`config.mk`:
```
export PLATFORM = sky130hd
export DESIGN_NAME = plsc_front
export DESIGN_NICKNAME = d
export VERILOG_FILES = /design/src/hdl/plsc_pkg.sv /design/src/hdl/plsc_front.sv
export VERILOG_INCLUDE_DIRS = /design/src /design/src/hdl
export SDC_FILE = /design/constraint.sdc
export NUM_CORES = 1
export LEC_CHECK = 0
export BUFFER_PORTS_ARGS = -buffer_cell sky130_fd_sc_hd__buf_2
export CAP_MARGIN = 20
export CORE_ASPECT_RATIO = 2
export CORE_UTILIZATION = 35
export CTS_CLUSTER_SIZE = 12
export DETAILED_ROUTE_END_ITERATION = 7
export PLACE_DENSITY = 0.5
export SLEW_MARGIN = 20
export SYNTH_ARGS = -nofsm -noshare
export SYNTH_HDL_FRONTEND = slang
export SYNTH_SLANG_ARGS = --single-unit
```
`constraint.sdc`:
```
create_clock -name i_clk -period 4 [get_ports i_clk]
set_input_delay 0 -clock i_clk [delete_from_list [all_inputs] [get_ports i_clk]]
set_output_delay 0 -clock i_clk [all_outputs]
set_load 0.005 [all_outputs]
```
`src/hdl/prng_substitution_stream_cipher_top_assert.svh`:
```
// Assertion macros shared by the cipher RTL
`ifndef PRNG_SUBSTITUTION_STREAM_CIPHER_TOP_ASSERT_SVH
`define PRNG_SUBSTITUTION_STREAM_CIPHER_TOP_ASSERT_SVH

// Condition holds at every clock edge out of reset
`define PLSC_ASSERT_HOLDS(label, clk, rst_n, cond, msg) \
    label: assert property (@(posedge clk) disable iff (!rst_n) (cond)) \
        else $error(msg);

// Consequent holds in the same cycle as the antecedent
`define PLSC_ASSERT_IMPLIES(label, clk, rst_n, ante, cons, msg) \
    label: assert property (@(posedge clk) disable iff (!rst_n) (ante) |-> (cons)) \
        else $error(msg);

// Consequent holds in the cycle after the antecedent
`define PLSC_ASSERT_NEXT(label, clk, rst_n, ante, cons, msg) \
    label: assert property (@(posedge clk) disable iff (!rst_n) (ante) |=> (cons)) \
        else $error(msg);

`endif

```
`src/hdl/plsc_pkg.sv`:
```
// Shared types, codes and constants of the substitution stream cipher
package plsc_pkg;

    // Field widths
    localparam int OP_W       = 2;
    localparam int POS_W      = 14;
    localparam int TNO_W      = 4;
    localparam int BYTE_W     = 8;
    localparam int WORD_W     = 64;
    localparam int ADDR_W     = 16;
    localparam int CFG_IDX_W  = 3;
    localparam int CFG_DATA_W = 64;

    // Defaults and sizes
    localparam int DEF_PASS_DEPTH = 16384;
    localparam int TABLE_COUNT    = 16;
    localparam int TABLE_ENTRIES  = 256;
    localparam int TAB_DEPTH      = TABLE_COUNT * TABLE_ENTRIES;
    localparam int QUEUE_DEPTH    = 4;
    localparam int OUT_DEPTH      = 8;

    // Generator shift and rotate amounts
    localparam int ROT_A   = 55;
    localparam int SHIFT_B = 14;
    localparam int ROT_C   = 36;

    // Fixed-point shift for the start position reduction
    localparam int RECIP_SHIFT = 28;

    // Operation codes
    localparam logic [OP_W-1:0] OP_PROCESS    = 2'd0;
    localparam logic [OP_W-1:0] OP_PASS_WRITE = 2'd1;
    localparam logic [OP_W-1:0] OP_TAB_WRITE  = 2'd2;
    localparam logic [OP_W-1:0] OP_RESTART    = 2'd3;

    // Register indexes
    localparam logic [CFG_IDX_W-1:0] CFG_START_WORD0 = 3'd0;
    localparam logic [CFG_IDX_W-1:0] CFG_START_WORD1 = 3'd1;
    localparam logic [CFG_IDX_W-1:0] CFG_START_POS   = 3'd2;
    localparam logic [CFG_IDX_W-1:0] CFG_DECRYPT     = 3'd3;
    localparam logic [CFG_IDX_W-1:0] CFG_SCRAMBLE    = 3'd4;
    localparam logic [CFG_IDX_W-1:0] CFG_INVERTED    = 3'd5;

    // Configuration write
    typedef struct packed {
        logic                  we;
        logic [CFG_IDX_W-1:0]  index;
        logic [CFG_DATA_W-1:0] data;
    } t_cfg;

    // Classified item handed from front to back
    typedef struct packed {
        logic [OP_W-1:0]   kind;
        logic              pass_ok;
        logic [ADDR_W-1:0] addr;
        logic [TNO_W-1:0]  tno;
        logic [BYTE_W-1:0] val;
        logic [BYTE_W-1:0] rnd;
    } t_item;

endpackage

```
`src/hdl/plsc_front.sv`:
```
// Front end: accepts items, steps the generator and classifies work for the back end
`include "prng_substitution_stream_cipher_top_assert.svh"
module plsc_front #(
    parameter int PASS_DEPTH = plsc_pkg::DEF_PASS_DEPTH
) (
    input  logic                           i_clk,
    input  logic                           i_rst_n,
    input  logic                           i_push,
    input  logic [plsc_pkg::OP_W-1:0]      i_operation,
    input  logic [plsc_pkg::POS_W-1:0]     i_position,
    input  logic [plsc_pkg::TNO_W-1:0]     i_table_number,
    input  logic [plsc_pkg::BYTE_W-1:0]    i_byte_value,
    input  plsc_pkg::t_cfg                 i_cfg,
    input  logic                           i_clearing,
    input  logic                           i_q_full,
    output logic                           o_full,
    output logic                           o_item_push,
    output plsc_pkg::t_item                o_item
);

    import plsc_pkg::*;

    localparam int PW    = $clog2(PASS_DEPTH);
    localparam int RECIP = (1 << RECIP_SHIFT) / PASS_DEPTH;
    localparam int RW    = $clog2(RECIP + 1);
    localparam int PRW   = POS_W + RW;
    localparam int MUL_W = POS_W + RECIP_SHIFT;
    localparam int DW    = ((POS_W > PW) ? POS_W : PW) + 2;

    function automatic logic [WORD_W-1:0] rotl(input logic [WORD_W-1:0] v, input int r);
        rotl = (v << r) | (v >> (WORD_W - r));
    endfunction

    logic [WORD_W-1:0] r_start0, r_start1;
    logic [PW-1:0]     r_start_pos;
    logic [POS_W-1:0]  r_red_x;
    logic [MUL_W-1:0]  r_red_prod;
    logic [DW-1:0]     r_red_qd;
    logic [2:0]        r_red_v;
    logic [WORD_W-1:0] r_w0, n_w0;
    logic [WORD_W-1:0] r_w1, n_w1;
    logic [PW-1:0]     r_pass_pos, n_pass_pos;

    logic              accept;
    logic [BYTE_W-1:0] rnd;
    logic [WORD_W-1:0] b_x, w0_adv, w1_adv;
    logic [PW-1:0]     pos_inc;
    logic [RW-1:0]     recip_c;
    logic [PRW-1:0]    prod_c;
    logic [POS_W-1:0]  red_q;
    logic [DW-1:0]     red_rem;

    assign o_full = i_q_full || i_clearing || (r_red_v != '0);
    assign accept = i_push && !o_full;

    // Generator step: low byte of the sum, then the xoroshiro update
    assign rnd    = r_w0[BYTE_W-1:0] + r_w1[BYTE_W-1:0];
    assign b_x    = r_w0 ^ r_w1;
    assign w0_adv = rotl(r_w0, ROT_A) ^ b_x ^ (b_x << SHIFT_B);
    assign w1_adv = rotl(b_x, ROT_C);
    assign pos_inc = (r_pass_pos == PW'(PASS_DEPTH - 1)) ? '0 : r_pass_pos + PW'(1);

    // Start position modulo depth: reciprocal multiply, back-multiply, one correction
    assign recip_c = RW'(RECIP);
    assign prod_c  = PRW'(r_red_x) * PRW'(recip_c);
    assign red_q   = r_red_prod[MUL_W-1 -: POS_W];
    assign red_rem = DW'(r_red_x) - r_red_qd;

    // Classified item for the back end
    always_comb begin
        o_item_push    = accept && (i_operation != OP_RESTART);
        o_item.kind    = i_operation;
        o_item.pass_ok = (int'(i_position) < PASS_DEPTH);
        o_item.addr    = (i_operation == OP_PROCESS) ? ADDR_W'(r_pass_pos)
                                                     : ADDR_W'(i_position);
        o_item.tno     = i_table_number;
        o_item.val     = i_byte_value;
        o_item.rnd     = rnd;
    end

    // Generator and passphrase position next state
    always_comb begin
        n_w0       = r_w0;
        n_w1       = r_w1;
        n_pass_pos = r_pass_pos;
        if (accept) begin
            unique case (i_operation)
                OP_PROCESS: begin
                    n_w0       = w0_adv;
                    n_w1       = w1_adv;
                    n_pass_pos = pos_inc;
                end
                OP_RESTART: begin
                    n_w0       = r_start0;
                    n_w1       = r_start1;
                    n_pass_pos = r_start_pos;
                end
                default: ;
            endcase
        end
    end

    always_ff @(posedge i_clk) begin
        if (!i_rst_n) begin
            r_w0       <= '0;
            r_w1       <= '0;
            r_pass_pos <= '0;
        end else begin
            r_w0       <= n_w0;
            r_w1       <= n_w1;
            r_pass_pos <= n_pass_pos;
        end
    end

    // Start registers and the reduction pipeline
    always_ff @(posedge i_clk) begin
        if (!i_rst_n) begin
            r_start0    <= '0;
            r_start1    <= '0;
            r_start_pos <= '0;
            r_red_x     <= '0;
            r_red_v     <= '0;
        end else begin
            r_red_v <= {r_red_v[1:0],
                        i_cfg.we && (i_cfg.index == CFG_START_POS)};
            if (i_cfg.we) begin
                unique case (i_cfg.index)
                    CFG_START_WORD0: r_start0 <= i_cfg.data;
                    CFG_START_WORD1: r_start1 <= i_cfg.data;
                    CFG_START_POS:   r_red_x  <= i_cfg.data[POS_W-1:0];
                    default: ;
                endcase
            end
            if (r_red_v[2]) begin
                r_start_pos <= (red_rem >= DW'(PASS_DEPTH))
                             ? PW'(red_rem - DW'(PASS_DEPTH)) : PW'(red_rem);
            end
        end
    end

    always_ff @(posedge i_clk) begin
        r_red_prod <= MUL_W'(prod_c);
        r_red_qd   <= DW'(red_q) * DW'(PASS_DEPTH);
    end

    `PLSC_ASSERT_NEXT(a_restart_load, i_clk, i_rst_n, accept && (i_operation == OP_RESTART) && !i_cfg.we, (r_w0 == r_start0) && (r_w1 == r_start1) && (r_pass_pos == r_start_pos), "restart did not load the start state")
    `PLSC_ASSERT_IMPLIES(a_no_accept_busy, i_clk, i_rst_n, r_red_v != 3'b000, !o_item_push, "item taken while start position is being reduced")

endmodule

```
==> key figures <==
Global routing
  – Total Routing Usage GR: 22.6%
  – Largest net degree at the start of global routing: 153
  – Vias in the first global route: 11,967
  – Gr ovfl total: 0
  – Initial antenna violation count: 1
  – Global-route wire length before repair: 73.7 mm

Clock tree
  – Worst-Skew Late Latency: 570 ps
  – Longest Clk Path Bufs: 3
  – Clk Tree Root Cell: clkbuf_16
  – CTS clk-pin slew, worst paths: 60 ps
  – Sink Count: 301
  – Cts bufs inserted: 30
  – CTS tree: yes
  – H-tree depth: 1
  – Cts repair resizes: 0

Critical path
  – CP required: 4000 ps
  – Worst reg2reg path depth: 6
  – Worst setup SP type: flip-flop
  – Reg2Reg Setup Slack: 1530 ps
  – CP endpoint kind: primary output
  – CP Class: reg2out
  – Arr. time, crit path: 2630 ps
  – CP Max Fanout: 3
  – Reg2reg start: r_red_v[2]$_SDFF_PN0_
  – R2r endpoint: r_pass_pos[9]$_SDFFE_PN0P_

Detailed routing
  – DRC Markers: 0
  – DR vias: 12,125
  – ANT nets after route: 0
  – First-pass DRT Iterations: 5
  – First-iteration detailed-routing DRC count: 626
  – Vias per cell: 5.08
  – Wire per inst: 20.4 um
  – Post-Route WL: 48.7 mm

Outcome
  – Status: finished, violations left
  – Failing checks: negative hold slack

Timing
  – Worst-margin pin slew: 1030 ps
  – Fin Hold WS: -7.04 ps
  – Crit share post-route: 65.8%
  – Max_slew headroom: 31.1%
  – Max Freq: 0.380 GHz
  – Pins Over Slew Limit: 0
  – Setup TNS: 0 ps
  – Clock period minus worst slack: 2630 ps
  – Setup violators final: 0
  – Final Worst Setup Slack: 1370 ps
  – Final hold violation count: 2
  – RSZ-0062 raised after global routing: false
  – Skew final: 12.0 ps

Logic synthesis
  – Syn Area/Cell: 8.41 um^2
  – Top_reg_cell synth: dfxtp_1
  – Post-synthesis sequential area ratio: 40.9%
  – Synth Instances: 1,753
  – Async SR Flop Fraction: 0%
  – Unique cell type count in the Yosys netlist: 59
  – Synth warn: 0
  – Flops & latches, synth: 301
  – Cell Area, Synth: 14,700 um^2
  – EDFF count, synth: 0

Place
  – PortBufs: 114
  – Pre-CTS WS: 1510 ps
  – GP Congestion: 0.836
  – # placed instances: 2,275
  – DP HPWL: 34.2 mm

Cells and area
  – Layout Cells excl Fill: 2,388
  – Register Area: 6030 um^2
  – Layout filler cell count: 4,348
  – Layout net count: 1,945
  – Multi-input logic area: 8050 um^2
  – Share of cells above drive strength 1: 10.5%
  – Area delta synth->final: 16.0%

Power and ir drop
  – Power per Cell Area: 378 nW/um^2
  – VDD IR max: 0.000317 V
  – Static Leak: 0.00653 uW

Min path
  – Worst hold start: i_rst_n
  – HP Class: in2reg
  – Worst Hold End: r_pass_pos[10]$_SDFFE_PN0P_
  – Hold path cells: 2

Floorplanning
  – Core Area: 41,600 um^2
  – Die Ht: 292 um
  – Row count: 106
  – Die width: 147 um
  – Starting Density: 35.4%
  – DIE AREA: 43,000 um^2
  – I/O Pins: 142

Job
  – Max_cap viols: 0
[Yosys cell counts, drive strengths merged, types with 2 or more instances]
library cell / n / area [um^2]
xor2: 21 / 184
mux2: 14 / 158
nor2b: 27 / 169
a21o: 3 / 22.5
nand2: 484 / 1820
nor2: 79 / 297
o41ai: 4 / 53.8
buf: 52 / 302
xnor3: 27 / 608
conb: 2 / 7.51
nor3: 8 / 50.1
a21boi: 198 / 1490
nor4b: 2 / 17.5
and2: 20 / 125
nand2b: 2 / 12.5
a22o: 2 / 17.5
ha: 10 / 125
nand4: 5 / 46.3
clkbuf: 96 / 362
and3: 2 / 13.8
dfxtp: 301 / 6030
nor3b: 2 / 15.0
xnor2: 96 / 841
o221ai: 4 / 35.0
a22oi: 8 / 60.1
a211oi: 29 / 218
o21ai: 82 / 410
a31oi: 11 / 68.8
mux2i: 28 / 280
o2bb2ai: 4 / 35.0
o211ai: 47 / 353
inv: 10 / 37.5
o211a: 14 / 140
a21oi: 33 / 165
nand3: 14 / 75.1
[cell families (layout without fill, tap and decap cells)]
logic type / Yosys count / count (layout) / synth area share, %
and+or+nand+nor: 652 / 652 / 18.3
adders and majority gates: 11 / 11 / 0.984
xor gates and xnor gates: 144 / 144 / 11.1
buffers and inverters: 159 / 252 / 4.78
other: 2 / 4 / 0.0509
DFF: 301 / 301 / 40.9
AOI/OAI and AO/OA: 442 / 442 / 21.0
muxes: 42 / 42 / 2.97
[sequential cells by signal, indices dropped and copies added (netlist names)]
signal and count:
r_w0 64, r_pass_pos 14, r_start1 64, r_red_v 3
r_red_x 14, r_w1 64, r_start0 64, r_start_pos 14
[where the power goes]
part           total, uW  internal, uW  leakage [uW]  switching [uW]
registers           3120          3060       0.00243            58.0
clock network       2680          1470      0.000429            1200
logic                676           305       0.00366             371
total               6470          4830       0.00653            1630
[routing by layer]
layer	vias up	track usage, %	wire length (um)
met2	248	44.7	27200
li1	6023	-	-
met3	68	1.84	1280
met1	5786	23.3	17800
met5	-	0	0
met4	0	11.3	2420
[critical path: stages, from the launching register on]
cell and delay, ps:
dfxtp_1 430, ha_1 240, inv_1 70, fa_1 400, nor2b_1 130, o21ai_1 80
a21boi_0 340, or4_1 170, nand3_1 70, buf_2 140
[cell type report]
type                       count  share of cell area [%]
antenna                        1                  0.0146
clock buffer                  44                    5.06
clock inverter                 2                  0.0585
inverter                      11                   0.256
multi-input combinational   1294                    47.1
sequential                   301                    35.2
tap                          540                    3.95
timing repair buffer         195                    8.34
[repair_timing]
action	4_1_cts	5_1_grt
endpoints found under the hold margin	143	0
buffers inserted	0	0
hold buffers	66	0
[stage by stage]
stage               total power (uW)  util [%]  area [um^2]
finish                          6470      41.1        17100
global route                    6710      41.0        17100
CTS                             6550      41.0        17100
detailed placement              3820      37.4        15600
global placement                3810      37.4        15600
floorplan                       3590         -        14700
[placed cells by master (no fill, tap or decap), types with 14 or more instances in the layout]
cell             n
a21boi_0       197
mux2_2          14
a21oi_1         33
nand2_1        484
and2_1          19
dlygate4sd3_1   66
buf_2          113
o211ai_1        47
mux2i_1         28
xnor3_1         27
xor2_1          21
nor2b_1         27
xnor2_1         96
clkbuf_16       31
dfxtp_1        301
nor2_1          79
o21ai_0         79
a211oi_1        29
o211a_1         14
[worst max path at each step]
| stage | slack, ps | startpoint | to |
|---|---|---|---|
| final | 1370 | r_w0[0]$_SDFFE_PN0P_ | o_item[6] |
| after floorplan | 2160 | r_pass_pos[0]$_SDFFE_PN0P_ | r_pass_pos[5]$_SDFFE_PN0P_ |
| after global routing | 1210 | r_w0[0]$_SDFFE_PN0P_ | o_item[6] |
| after global placement | 1520 | r_red_v[2]$_SDFF_PN0_ | r_pass_pos[2]$_SDFFE_PN0P_ |
| after detailed placement | 1510 | r_red_v[2]$_SDFF_PN0_ | r_pass_pos[2]$_SDFFE_PN0P_ |
| after CTS | 1350 | r_w0[0]$_SDFFE_PN0P_ | o_item[6] |
Power figures use the tool's default switching activity.
