`config.mk`:
```
export PLATFORM = sky130hd
export DESIGN_NAME = plsc_queue
export DESIGN_NICKNAME = d
export VERILOG_FILES = /design/src/hdl/prng_substitution_stream_cipher_top_assert.svh /design/src/hdl/plsc_queue.sv
export SDC_FILE = /design/constraint.sdc
export NUM_CORES = 1
export LEC_CHECK = 0
export ABC_AREA = 1
export ABC_CLOCK_PERIOD_IN_PS = 2050
export BUFFER_PORTS_ARGS = -buffer_cell sky130_fd_sc_hd__buf_2
export CAP_MARGIN = 10
export CORE_MARGIN = 2
export CORE_UTILIZATION = 55
export DETAILED_ROUTE_END_ITERATION = 12
export PLACE_DENSITY = 0.76
export SYNTH_ARGS = -nofsm -noshare
export SYNTH_HDL_FRONTEND = slang
export SYNTH_SLANG_ARGS = --single-unit
```
`constraint.sdc`:
```
create_clock -name i_clk -period 2.05 [get_ports i_clk]
set_input_delay 0.3075 -clock i_clk [delete_from_list [all_inputs] [get_ports i_clk]]
set_output_delay 0.3075 -clock i_clk [all_outputs]
set_load 0.02 [all_outputs]
```
`src/hdl/prng_substitution_stream_cipher_top_assert.svh`:
```
// Assertion macros shared by the cipher RTL
`ifndef PRNG_SUBSTITUTION_STREAM_CIPHER_TOP_ASSERT_SVH
`define PRNG_SUBSTITUTION_STREAM_CIPHER_TOP_ASSERT_SVH

// Condition holds at every clock edge out of reset
`define PLSC_ASSERT_HOLDS(label, clk, rst_n, cond, msg) \
    label: assert property (@(posedge clk) disable iff (!rst_n) (cond)) \
        else $error(msg);

// Consequent holds in the same cycle as the antecedent
`define PLSC_ASSERT_IMPLIES(label, clk, rst_n, ante, cons, msg) \
    label: assert property (@(posedge clk) disable iff (!rst_n) (ante) |-> (cons)) \
        else $error(msg);

// Consequent holds in the cycle after the antecedent
`define PLSC_ASSERT_NEXT(label, clk, rst_n, ante, cons, msg) \
    label: assert property (@(posedge clk) disable iff (!rst_n) (ante) |=> (cons)) \
        else $error(msg);

`endif

```
`src/hdl/plsc_queue.sv`:
```
// Small register FIFO used between stages and at the result side
module plsc_queue #(
    parameter int WIDTH = 8,
    parameter int DEPTH = 4
) (
    input  logic             i_clk,
    input  logic             i_rst_n,
    input  logic             i_push,
    input  logic [WIDTH-1:0] i_data,
    output logic             o_full,
    input  logic             i_pop,
    output logic [WIDTH-1:0] o_data,
    output logic             o_empty
);

    localparam int AW = $clog2(DEPTH);
    localparam int CW = $clog2(DEPTH + 1);

    logic [WIDTH-1:0] r_mem [DEPTH];
    logic [AW-1:0]    r_wptr, n_wptr;
    logic [AW-1:0]    r_rptr, n_rptr;
    logic [CW-1:0]    r_count, n_count;
    logic             do_push, do_pop;

    assign o_full  = (r_count == CW'(DEPTH));
    assign o_empty = (r_count == '0);
    assign o_data  = r_mem[r_rptr];
    assign do_push = i_push && !o_full;
    assign do_pop  = i_pop && !o_empty;

    // Pointer and fill count
    always_comb begin
        n_wptr  = r_wptr;
        n_rptr  = r_rptr;
        n_count = r_count;
        if (do_push) begin
            n_wptr = (r_wptr == AW'(DEPTH - 1)) ? '0 : r_wptr + AW'(1);
        end
        if (do_pop) begin
            n_rptr = (r_rptr == AW'(DEPTH - 1)) ? '0 : r_rptr + AW'(1);
        end
        case ({do_push, do_pop})
            2'b10:   n_count = r_count + CW'(1);
            2'b01:   n_count = r_count - CW'(1);
            default: n_count = r_count;
        endcase
    end

    always_ff @(posedge i_clk) begin
        if (!i_rst_n) begin
            r_wptr  <= '0;
            r_rptr  <= '0;
            r_count <= '0;
        end else begin
            r_wptr  <= n_wptr;
            r_rptr  <= n_rptr;
            r_count <= n_count;
        end
    end

    // Storage
    always_ff @(posedge i_clk) begin
        if (do_push) begin
            r_mem[r_wptr] <= i_data;
        end
    end

endmodule

```
==> results of run 1 <==
==> area by class of cell <==
type	instances	area, um2	area share
Tap cell	33	41.29	0.02146
Clock inverter	1	5.005	0.002601
Clock buffer	7	65.06	0.03381
Inverter	18	67.56	0.03511
Sequential cell	41	1141	0.5930
Timing Repair Buffer	26	142.6	0.07412
Multi-Input combinational cell	85	461.7	0.2399
==> cells in the final DEF, fill, tap and decap left out, drive strengths merged <==
cell / Yosys / routed
buf: 2 / 26
nand2: 13 / 13
or2: 1 / 1
nand4: 1 / 1
ha: 6 / 6
dfxtp: 9 / 9
nor2: 30 / 30
o21ai: 18 / 18
nand3b: 1 / 1
clkbuf: 0 / 7
inv: 18 / 18
fa: 1 / 1
nand3: 2 / 2
edfxtp: 32 / 32
clkinv: 0 / 1
o22ai: 8 / 8
a21oi: 4 / 4
==> worst max-delay path, delay by kind of cell, from the launching register on <==
family / cells / cell delay, ns
flops: 1 / 0.49
buf+inv: 2 / 0.42
compound gates: 2 / 0.28
==> sequential cells by signal, indices dropped and copies added (netlist names), named ones only <==
| name | flops |
|---|---|
| r_count | 3 |
| r_wptr | 2 |
| r_rptr | 2 |
| r_mem | 32 |
==> cells by family after synthesis <==
logic type	after synthesis
buffers and inverters	20
and+or+nand+nor	48
adders and majority gates	7
AOI/OAI and AO/OA	30
DFF	41
==> stage by stage <==
stage / setup slack [ns] / instances / utilization / cell area (um2) / power (mW)
2_1_floorplan: 0.3603 / 146 / - / 1693 / 1.695
3_3_place_gp: 0.3426 / 203 / 0.6227 / 1854 / 1.897
3_5_place_dp: 0.2605 / 203 / 0.6227 / 1854 / 1.940
4_1_cts: 0.1885 / 211 / 0.6462 / 1924 / 2.380
5_1_grt: 0.05441 / 211 / 0.6462 / 1924 / 2.510
6_report: 0.2174 / 211 / 0.6462 / 1924 / 2.352
==> worst max-delay path by stage <==
stage	startpoint	to	slack, ns	cells after the start
5_1_grt	register	o_data[7]	0.05	4
3_5_place_dp	r_count[1]	r_count[2]	0.26	12
4_1_cts	register	o_data[7]	0.19	4
3_3_place_gp	r_count[1]	r_count[2]	0.34	12
6_report	register	o_data[7]	0.22	4
2_1_floorplan	r_count[2]	r_count[2]	0.36	13
==> routing by layer <==
metal	global-route usage	wire, um	vias to the layer above
met5	0	0	-
met4	0.06818	44	0
met3	0.06550	111	5
met2	0.3281	1514	19
met1	0.1858	1148	527
li1	-	-	563
==> where the power goes <==
part           internal [mW]  switching, mW
registers               1.02         0.0756
logic                  0.282          0.536
clock network          0.199          0.243
==> flow_summary.yaml, run 1 <==
setup_path:
  r2r_slack_ns: 0.24
  crit_path_max_incr_delay_ns: 0.49
  worstPathMaxFanout: 11
  crit_chain: "buf_4 > o21ai_0 > o22ai_1 > buf_2"
  cpMaxStageDelayCell: "dfxtp_1"
  reg2reg_to: "r_count[2]"
  crit_type: "reg -> out"
  r2r_cells: 11
  worstSetupEndpointType: "output pin"
  reg2reg_from: "r_count[1]"
  cp.required_ns: 1.74
  arrival_ns: 1.53
  cp-start-kind: "register"
clock_tree:
  clockRootBuffer: "clkbuf_4"
  cts_setup_buffers: 0
  cts_made_buffers: 5
  cts.sinks: 41
  hold_buffers: 0
  clockBufferDepth: 2
  cts_max_level: 2
  cts-resized-gates: 0
  clk_pin_slew_worst_paths_ns: 0.11
  insertion_delay_ns: 0.34
  cts_tree: "done"
grt:
  overflow: 0
  grt_pass1_vias: 1047
  grt_start_max_net_pins: 17
  track_usage: 0.1800
  antenna_found_initial: 0
  grt_pass1_wl_um: 4457
routing:
  drt_pass1_iterations: 4
  vias_per_cell: 5.280
  drc: 0
  ant_nets: 0
  finalWirelength_um: 2817
  drt_iter0_markers: 17
  wl_per_cell_um: 13.35
  via_count: 1114
yosys:
  yosysMostFrequentCell: "edfxtp_1"
  synth_top_area_share: 0.5676
  yosysUniqueCellTypes: 20
  synth_top_area_cell: "edfxtp_1"
  ys_ff_latch: 41
  async_flop_share: 0
  synthTopCellsByArea: "edfxtp_1 57%, dfxtp_1 11%, nor2_1 6.2%"
  synth-simple-area-share: 0.1175
  synthMuxAreaShare: 0
  syn_inst: 146
  ys_seq_area_frac: 0.6741
  syn_area_mm2: 0.001693
  synth_compound_area_frac: 0.09904
  synth.avg_cell_area_um2: 11.60
  synthXorXnorAreaFrac: 0
  yosys-top-cells-count: "32 x edfxtp_1, 28 x nor2_1, 17 x inv_1"
  synth-adder-area-share: 0.05617
  ys.flop_type: "edfxtp_1"
  synth_nets: 165
  yosysWarnings: 0
  synth_top_family_by_area: "simple AND/OR/NAND/NOR gates"
  synth_edf_count: 32
timing:
  slew_viol_final: 0
  tns_ns: 0
  finClkSkew_ns: 0.007280
  slew-limit-headroom: 0.7899
  setup_viol: 0
  finalHoldViolations: 0
  whs_ns: 0.1741
  fin_crit_sh: 0.8939
  clock.fmax_ghz: 0.5457
  worstMarginPinSlew_ns: 0.3147
  rsz0062_at_grt: "false"
  fin_crit_ns: 1.833
placed_design:
  port_buffers: 21
  hpwl_um: 1995
  routabilityCongestion: 0.6680
worst_hold_path:
  hp-class: "in -> reg"
  worst_hold_path.num_cells: 1
  min_from: "i_data[5]"
  min_to: "r_mem[1][5]"
floorplanning:
  die_width_um: 59.48
  ios: 22
  placementRows: 20
  core_area_mm2: 0.002978
  start_util: 0.5685
  fp.dieH_um: 59.48
  die-area_mm2: 0.003538
layout:
  drive_gt1_frac: 0.2303
  antenna_cells: 0
  area.growth.synth_to_final_pct: 13.67
  fill_cells: 244
  nets: 196
flow_run:
  timing.max_cap.violations: 0
outcome:
  outcome: "complete, no violations"
pwr:
  vdd_drop_max_uv: 665.4
  cellPowerDensity_mw_per_mm2: 1222
  p_leak_nw: 0.7930
No activity file was read; power rests on OpenSTA's default activity.
==> run 2, diff against run 1 <==
BUFFER_PORTS_ARGS = -buffer_cell sky130_fd_sc_hd__buf_4   (was -buffer_cell sky130_fd_sc_hd__buf_2)
==> flow_summary.yaml, run 2 (same netlist as run 1, synthesis figures left out) <==
outcome:
  outcome: "complete, no violations"
worst_hold_path:
  min_from: "i_data[1]"
  hp-class: "in -> reg"
  worst_hold_path.num_cells: 1
  min_to: "r_mem[2][1]"
grt:
  grt_pass1_wl_um: 4623
  antenna_found_initial: 0
  track_usage: 0.1820
  overflow: 0
  grt_start_max_net_pins: 17
  grt_pass1_vias: 1086
clock_tree:
  cts_made_buffers: 5
  cts_setup_buffers: 0
  clockRootBuffer: "clkbuf_4"
  clockBufferDepth: 2
  cts_max_level: 2
  cts.sinks: 41
  cts-resized-gates: 0
  hold_buffers: 0
  insertion_delay_ns: 0.34
  clk_pin_slew_worst_paths_ns: 0.11
  cts_tree: "done"
placed_design:
  hpwl_um: 2088
  port_buffers: 21
  routabilityCongestion: 0.7292
floorplanning:
  placementRows: 20
  die_width_um: 59.48
  fp.dieH_um: 59.48
  core_area_mm2: 0.002978
  start_util: 0.5685
  ios: 22
  die-area_mm2: 0.003538
setup_path:
  reg2reg_to: "r_count[2]"
  r2r_cells: 11
  r2r_slack_ns: 0.19
  worstSetupEndpointType: "register"
  worstPathMaxFanout: 9
  arrival_ns: 2.15
  reg2reg_from: "r_count[1]"
  crit_type: "reg -> reg"
  cp-start-kind: "register"
  cp.required_ns: 2.34
pwr:
  cellPowerDensity_mw_per_mm2: 1217
  vdd_drop_max_uv: 705.8
  p_leak_nw: 0.8001
layout:
  nets: 196
  top_regs: "r_mem x32, r_count x3"
  mostFrequentLayoutCell: "edfxtp_1"
  drive_gt1_frac: 0.2303
  largest_reg_flops: 32
  area.growth.synth_to_final_pct: 15.89
  final_cell_mix: "32 x edfxtp_1, 28 x nor2_1, 26 x buf_4"
  regMostFlops: "r_mem"
  antenna_cells: 0
routing:
  drt_pass1_iterations: 5
  finalWirelength_um: 2895
  ant_nets: 0
  vias_per_cell: 5.403
  drt_iter0_markers: 41
  wl_per_cell_um: 13.72
  via_count: 1140
  drc: 0
timing:
  slew_viol_final: 0
  finClkSkew_ns: 0.003354
  tns_ns: 0
  whs_ns: 0.1542
  fin_crit_sh: 0.9086
  finalHoldViolations: 0
  clock.fmax_ghz: 0.5369
  slew-limit-headroom: 0.7860
  fin_crit_ns: 1.863
  rsz0062_at_grt: "false"
  worstMarginPinSlew_ns: 0.3206
  setup_viol: 0
flow_run:
  timing.max_cap.violations: 0
run 2: changes by cell type in the layout (fill, tap and decap cells not counted), sizes merged:
cell      previous run  this run
clkbuf               7         5
clkinv               1         2
clkinvlp             0         1
run 2: where the power goes:
group,switching [mW],internal (mW)
clock,0.250,0.129
combinational,0.563,0.353
sequential,0.0741,1.02
total,0.887,1.50
run 2: worst max path at each step:
stage / from / slack, ns / to
6_report: r_count[1] / 0.19 / r_count[2]
3_5_place_dp: r_count[1] / 0.19 / r_count[2]
5_1_grt: r_count[1] / 0.02 / r_count[2]
2_1_floorplan: r_count[2] / 0.36 / r_count[2]
3_3_place_gp: r_count[1] / 0.34 / r_count[2]
4_1_cts: r_count[1] / 0.16 / r_count[2]
run 2: layer usage:
metal / global-route usage / up-vias / routed length [um]
met5: 0 / - / 0
met4: 0.07792 / 0 / 32
met3: 0.04148 / 3 / 118
met2: 0.3312 / 33 / 1580
met1: 0.2009 / 543 / 1163
li1: - / 561 / -
run 2: layout make-up:
type | count | area, um2
multi-input combinational | 85 | 461.7
clock buffer | 5 | 37.54
inverter | 18 | 67.56
clock inverter | 3 | 17.52
fill | 230 | 1016
sequential | 41 | 1141
timing repair buffer | 26 | 195.2
tap | 33 | 41.29
run 2: per-stage QoR:
stage	cell area, um2	power, mW	utilization	setup slack [ns]	cells
after floorplan	1693	1.695	-	0.3603	146
after global routing	1962	2.536	0.6588	0.01967	211
after global placement	1907	1.973	0.6403	0.3427	203
final	1962	2.388	0.6588	0.1873	211
after detailed placement	1907	2.036	0.6403	0.1891	203
after CTS	1962	2.413	0.6588	0.1635	211
run 2: worst max-delay path: stages (launching register included):
cell     delay (ns)
dfxtp_1        0.34
nor2_1         0.17
nand2_1        0.11
nand2_2        0.17
ha_1           0.20
inv_1          0.07
fa_1           0.39
nand2_1        0.11
nand3_1        0.08
nand2_1        0.06
inv_1          0.03
nor2_1         0.08
==> run 3, diff against run 2 <==
PLACE_DENSITY = 0.75   (was 0.76)
==> flow_summary.yaml, run 3 (same netlist as run 1, synthesis figures left out) <==
outcome:
  outcome: "complete, no violations"
grt:
  overflow: 0
  grt_pass1_vias: 1198
  track_usage: 0.2076
  grt_start_max_net_pins: 17
  grt_pass1_wl_um: 5057
  antenna_found_initial: 0
routing:
  via_count: 1106
  drt_pass1_iterations: 4
  finalWirelength_um: 3081
  vias_per_cell: 5.242
  ant_nets: 0
  wl_per_cell_um: 14.60
  drc: 0
  drt_iter0_markers: 59
layout:
  area.growth.synth_to_final_pct: 15.89
  nets: 196
  seqCellArea_mm2: 0.001141
  drive_gt1_frac: 0.2303
  mostFrequentLayoutCell: "edfxtp_1"
  final_cell_mix: "32 x edfxtp_1, 28 x nor2_1, 26 x buf_4"
  fill_cells: 248
  regMostFlops: "r_mem"
  multiInputGateArea_um2: 461.7
  top_regs: "r_mem x32, r_count x3"
  antenna_cells: 0
  largest_reg_flops: 32
timing:
  rsz0062_at_grt: "false"
  finalHoldViolations: 0
  worstMarginPinSlew_ns: 0.3414
  fin_crit_sh: 0.9307
  setup_viol: 0
  clock.fmax_ghz: 0.5241
  fin_crit_ns: 1.908
  tns_ns: 0
  finClkSkew_ns: 0.001423
  slew_viol_final: 0
  slew-limit-headroom: 0.7721
clock_tree:
  cts_setup_buffers: 0
  clk_pin_slew_worst_paths_ns: 0.11
  insertion_delay_ns: 0.33
  cts_max_level: 2
  cts.sinks: 41
  cts_made_buffers: 5
  cts_tree: "done"
  hold_buffers: 0
  clockBufferDepth: 2
  clockRootBuffer: "clkbuf_4"
  cts-resized-gates: 0
pwr:
  cellPowerDensity_mw_per_mm2: 1214
  power_mw: 2.382
  p_leak_nw: 0.8001
  swShare: 0.3709
  p_seq_frac: 0.462
  vdd_drop_max_uv: 686.3
  p_switching_mw: 0.8832
  p_comb_frac: 0.380
  power_frac_clock: 0.158
  power.internal_mw: 1.498
setup_path:
  crit_type: "reg -> out"
  cp.required_ns: 1.74
  worstPathMaxFanout: 16
  cp-start-kind: "register"
  arrival_ns: 1.60
  worstSetupEndpointType: "output pin"
floorplanning:
  die_width_um: 59.48
  placementRows: 20
  core_area_mm2: 0.002978
  die-area_mm2: 0.003538
  start_util: 0.5685
  ios: 22
  fp.dieH_um: 59.48
flow_run:
  timing.max_cap.violations: 0
worst_hold_path:
  hp-class: "in -> reg"
placed_design:
  hpwl_um: 2218
  port_buffers: 21
  routabilityCongestion: 0.7647
run 3: critical path, stage by stage, from the launching register on:
cell,delay [ns]
dfxtp_1,0.54
inv_2,0.22
o21ai_0,0.22
o22ai_1,0.11
buf_4,0.17
run 3: worst paths after layout:
check             depth (start not counted)     endpoint        from  slack (ns)
setup / recovery                          4    o_data[4]    register        0.14
hold / removal                            1  r_mem[2][1]   i_data[1]        0.16
setup reg to reg                         12   r_count[2]  r_count[2]        0.22
hold reg to reg                           2    r_rptr[1]   r_rptr[1]        0.54
run 3: stage by stage:
| stage | hold slack (ns) | utilization | cell area [um2] | setup WS (ns) | instances |
|---|---|---|---|---|---|
| after floorplan | 0.4064 | - | 1693 | 0.3603 | 146 |
| after global placement | 0.5053 | 0.6403 | 1907 | 0.3481 | 203 |
| after detailed placement | 0.5097 | 0.6403 | 1907 | 0.2413 | 203 |
| after CTS | 0.1407 | 0.6588 | 1962 | 0.1087 | 211 |
| after global routing | 0.1224 | 0.6588 | 1962 | 0.01628 | 211 |
| final | 0.1626 | 0.6588 | 1962 | 0.1421 | 211 |
run 3: final cells by class:
class	count	area share
Timing Repair Buffer	26	0.09949
Sequential cell	41	0.5816
Multi-Input combinational cell	85	0.2353
Clock inverter	3	0.008929
Clock buffer	5	0.01913
Inverter	18	0.03444
Tap cell	33	0.02105
run 3: power by group through the flow:
stage / Combinational, mW / Clock, mW / Sequential [mW]
global placement: 0.863 / 0 / 1.11
finish: 0.906 / 0.376 / 1.10
floorplan: 0.606 / 0 / 1.09
global route: 1.01 / 0.433 / 1.11
detailed placement: 0.914 / 0 / 1.12
CTS: 0.916 / 0.390 / 1.10
run 3: routing by layer:
layer,part of all wire,GRT usage,vias up
met2,0.54,0.3721,22
met5,0,0,-
met4,0.0094,0.09740,0
li1,-,-,561
met3,0.049,0.08515,2
met1,0.40,0.2053,521
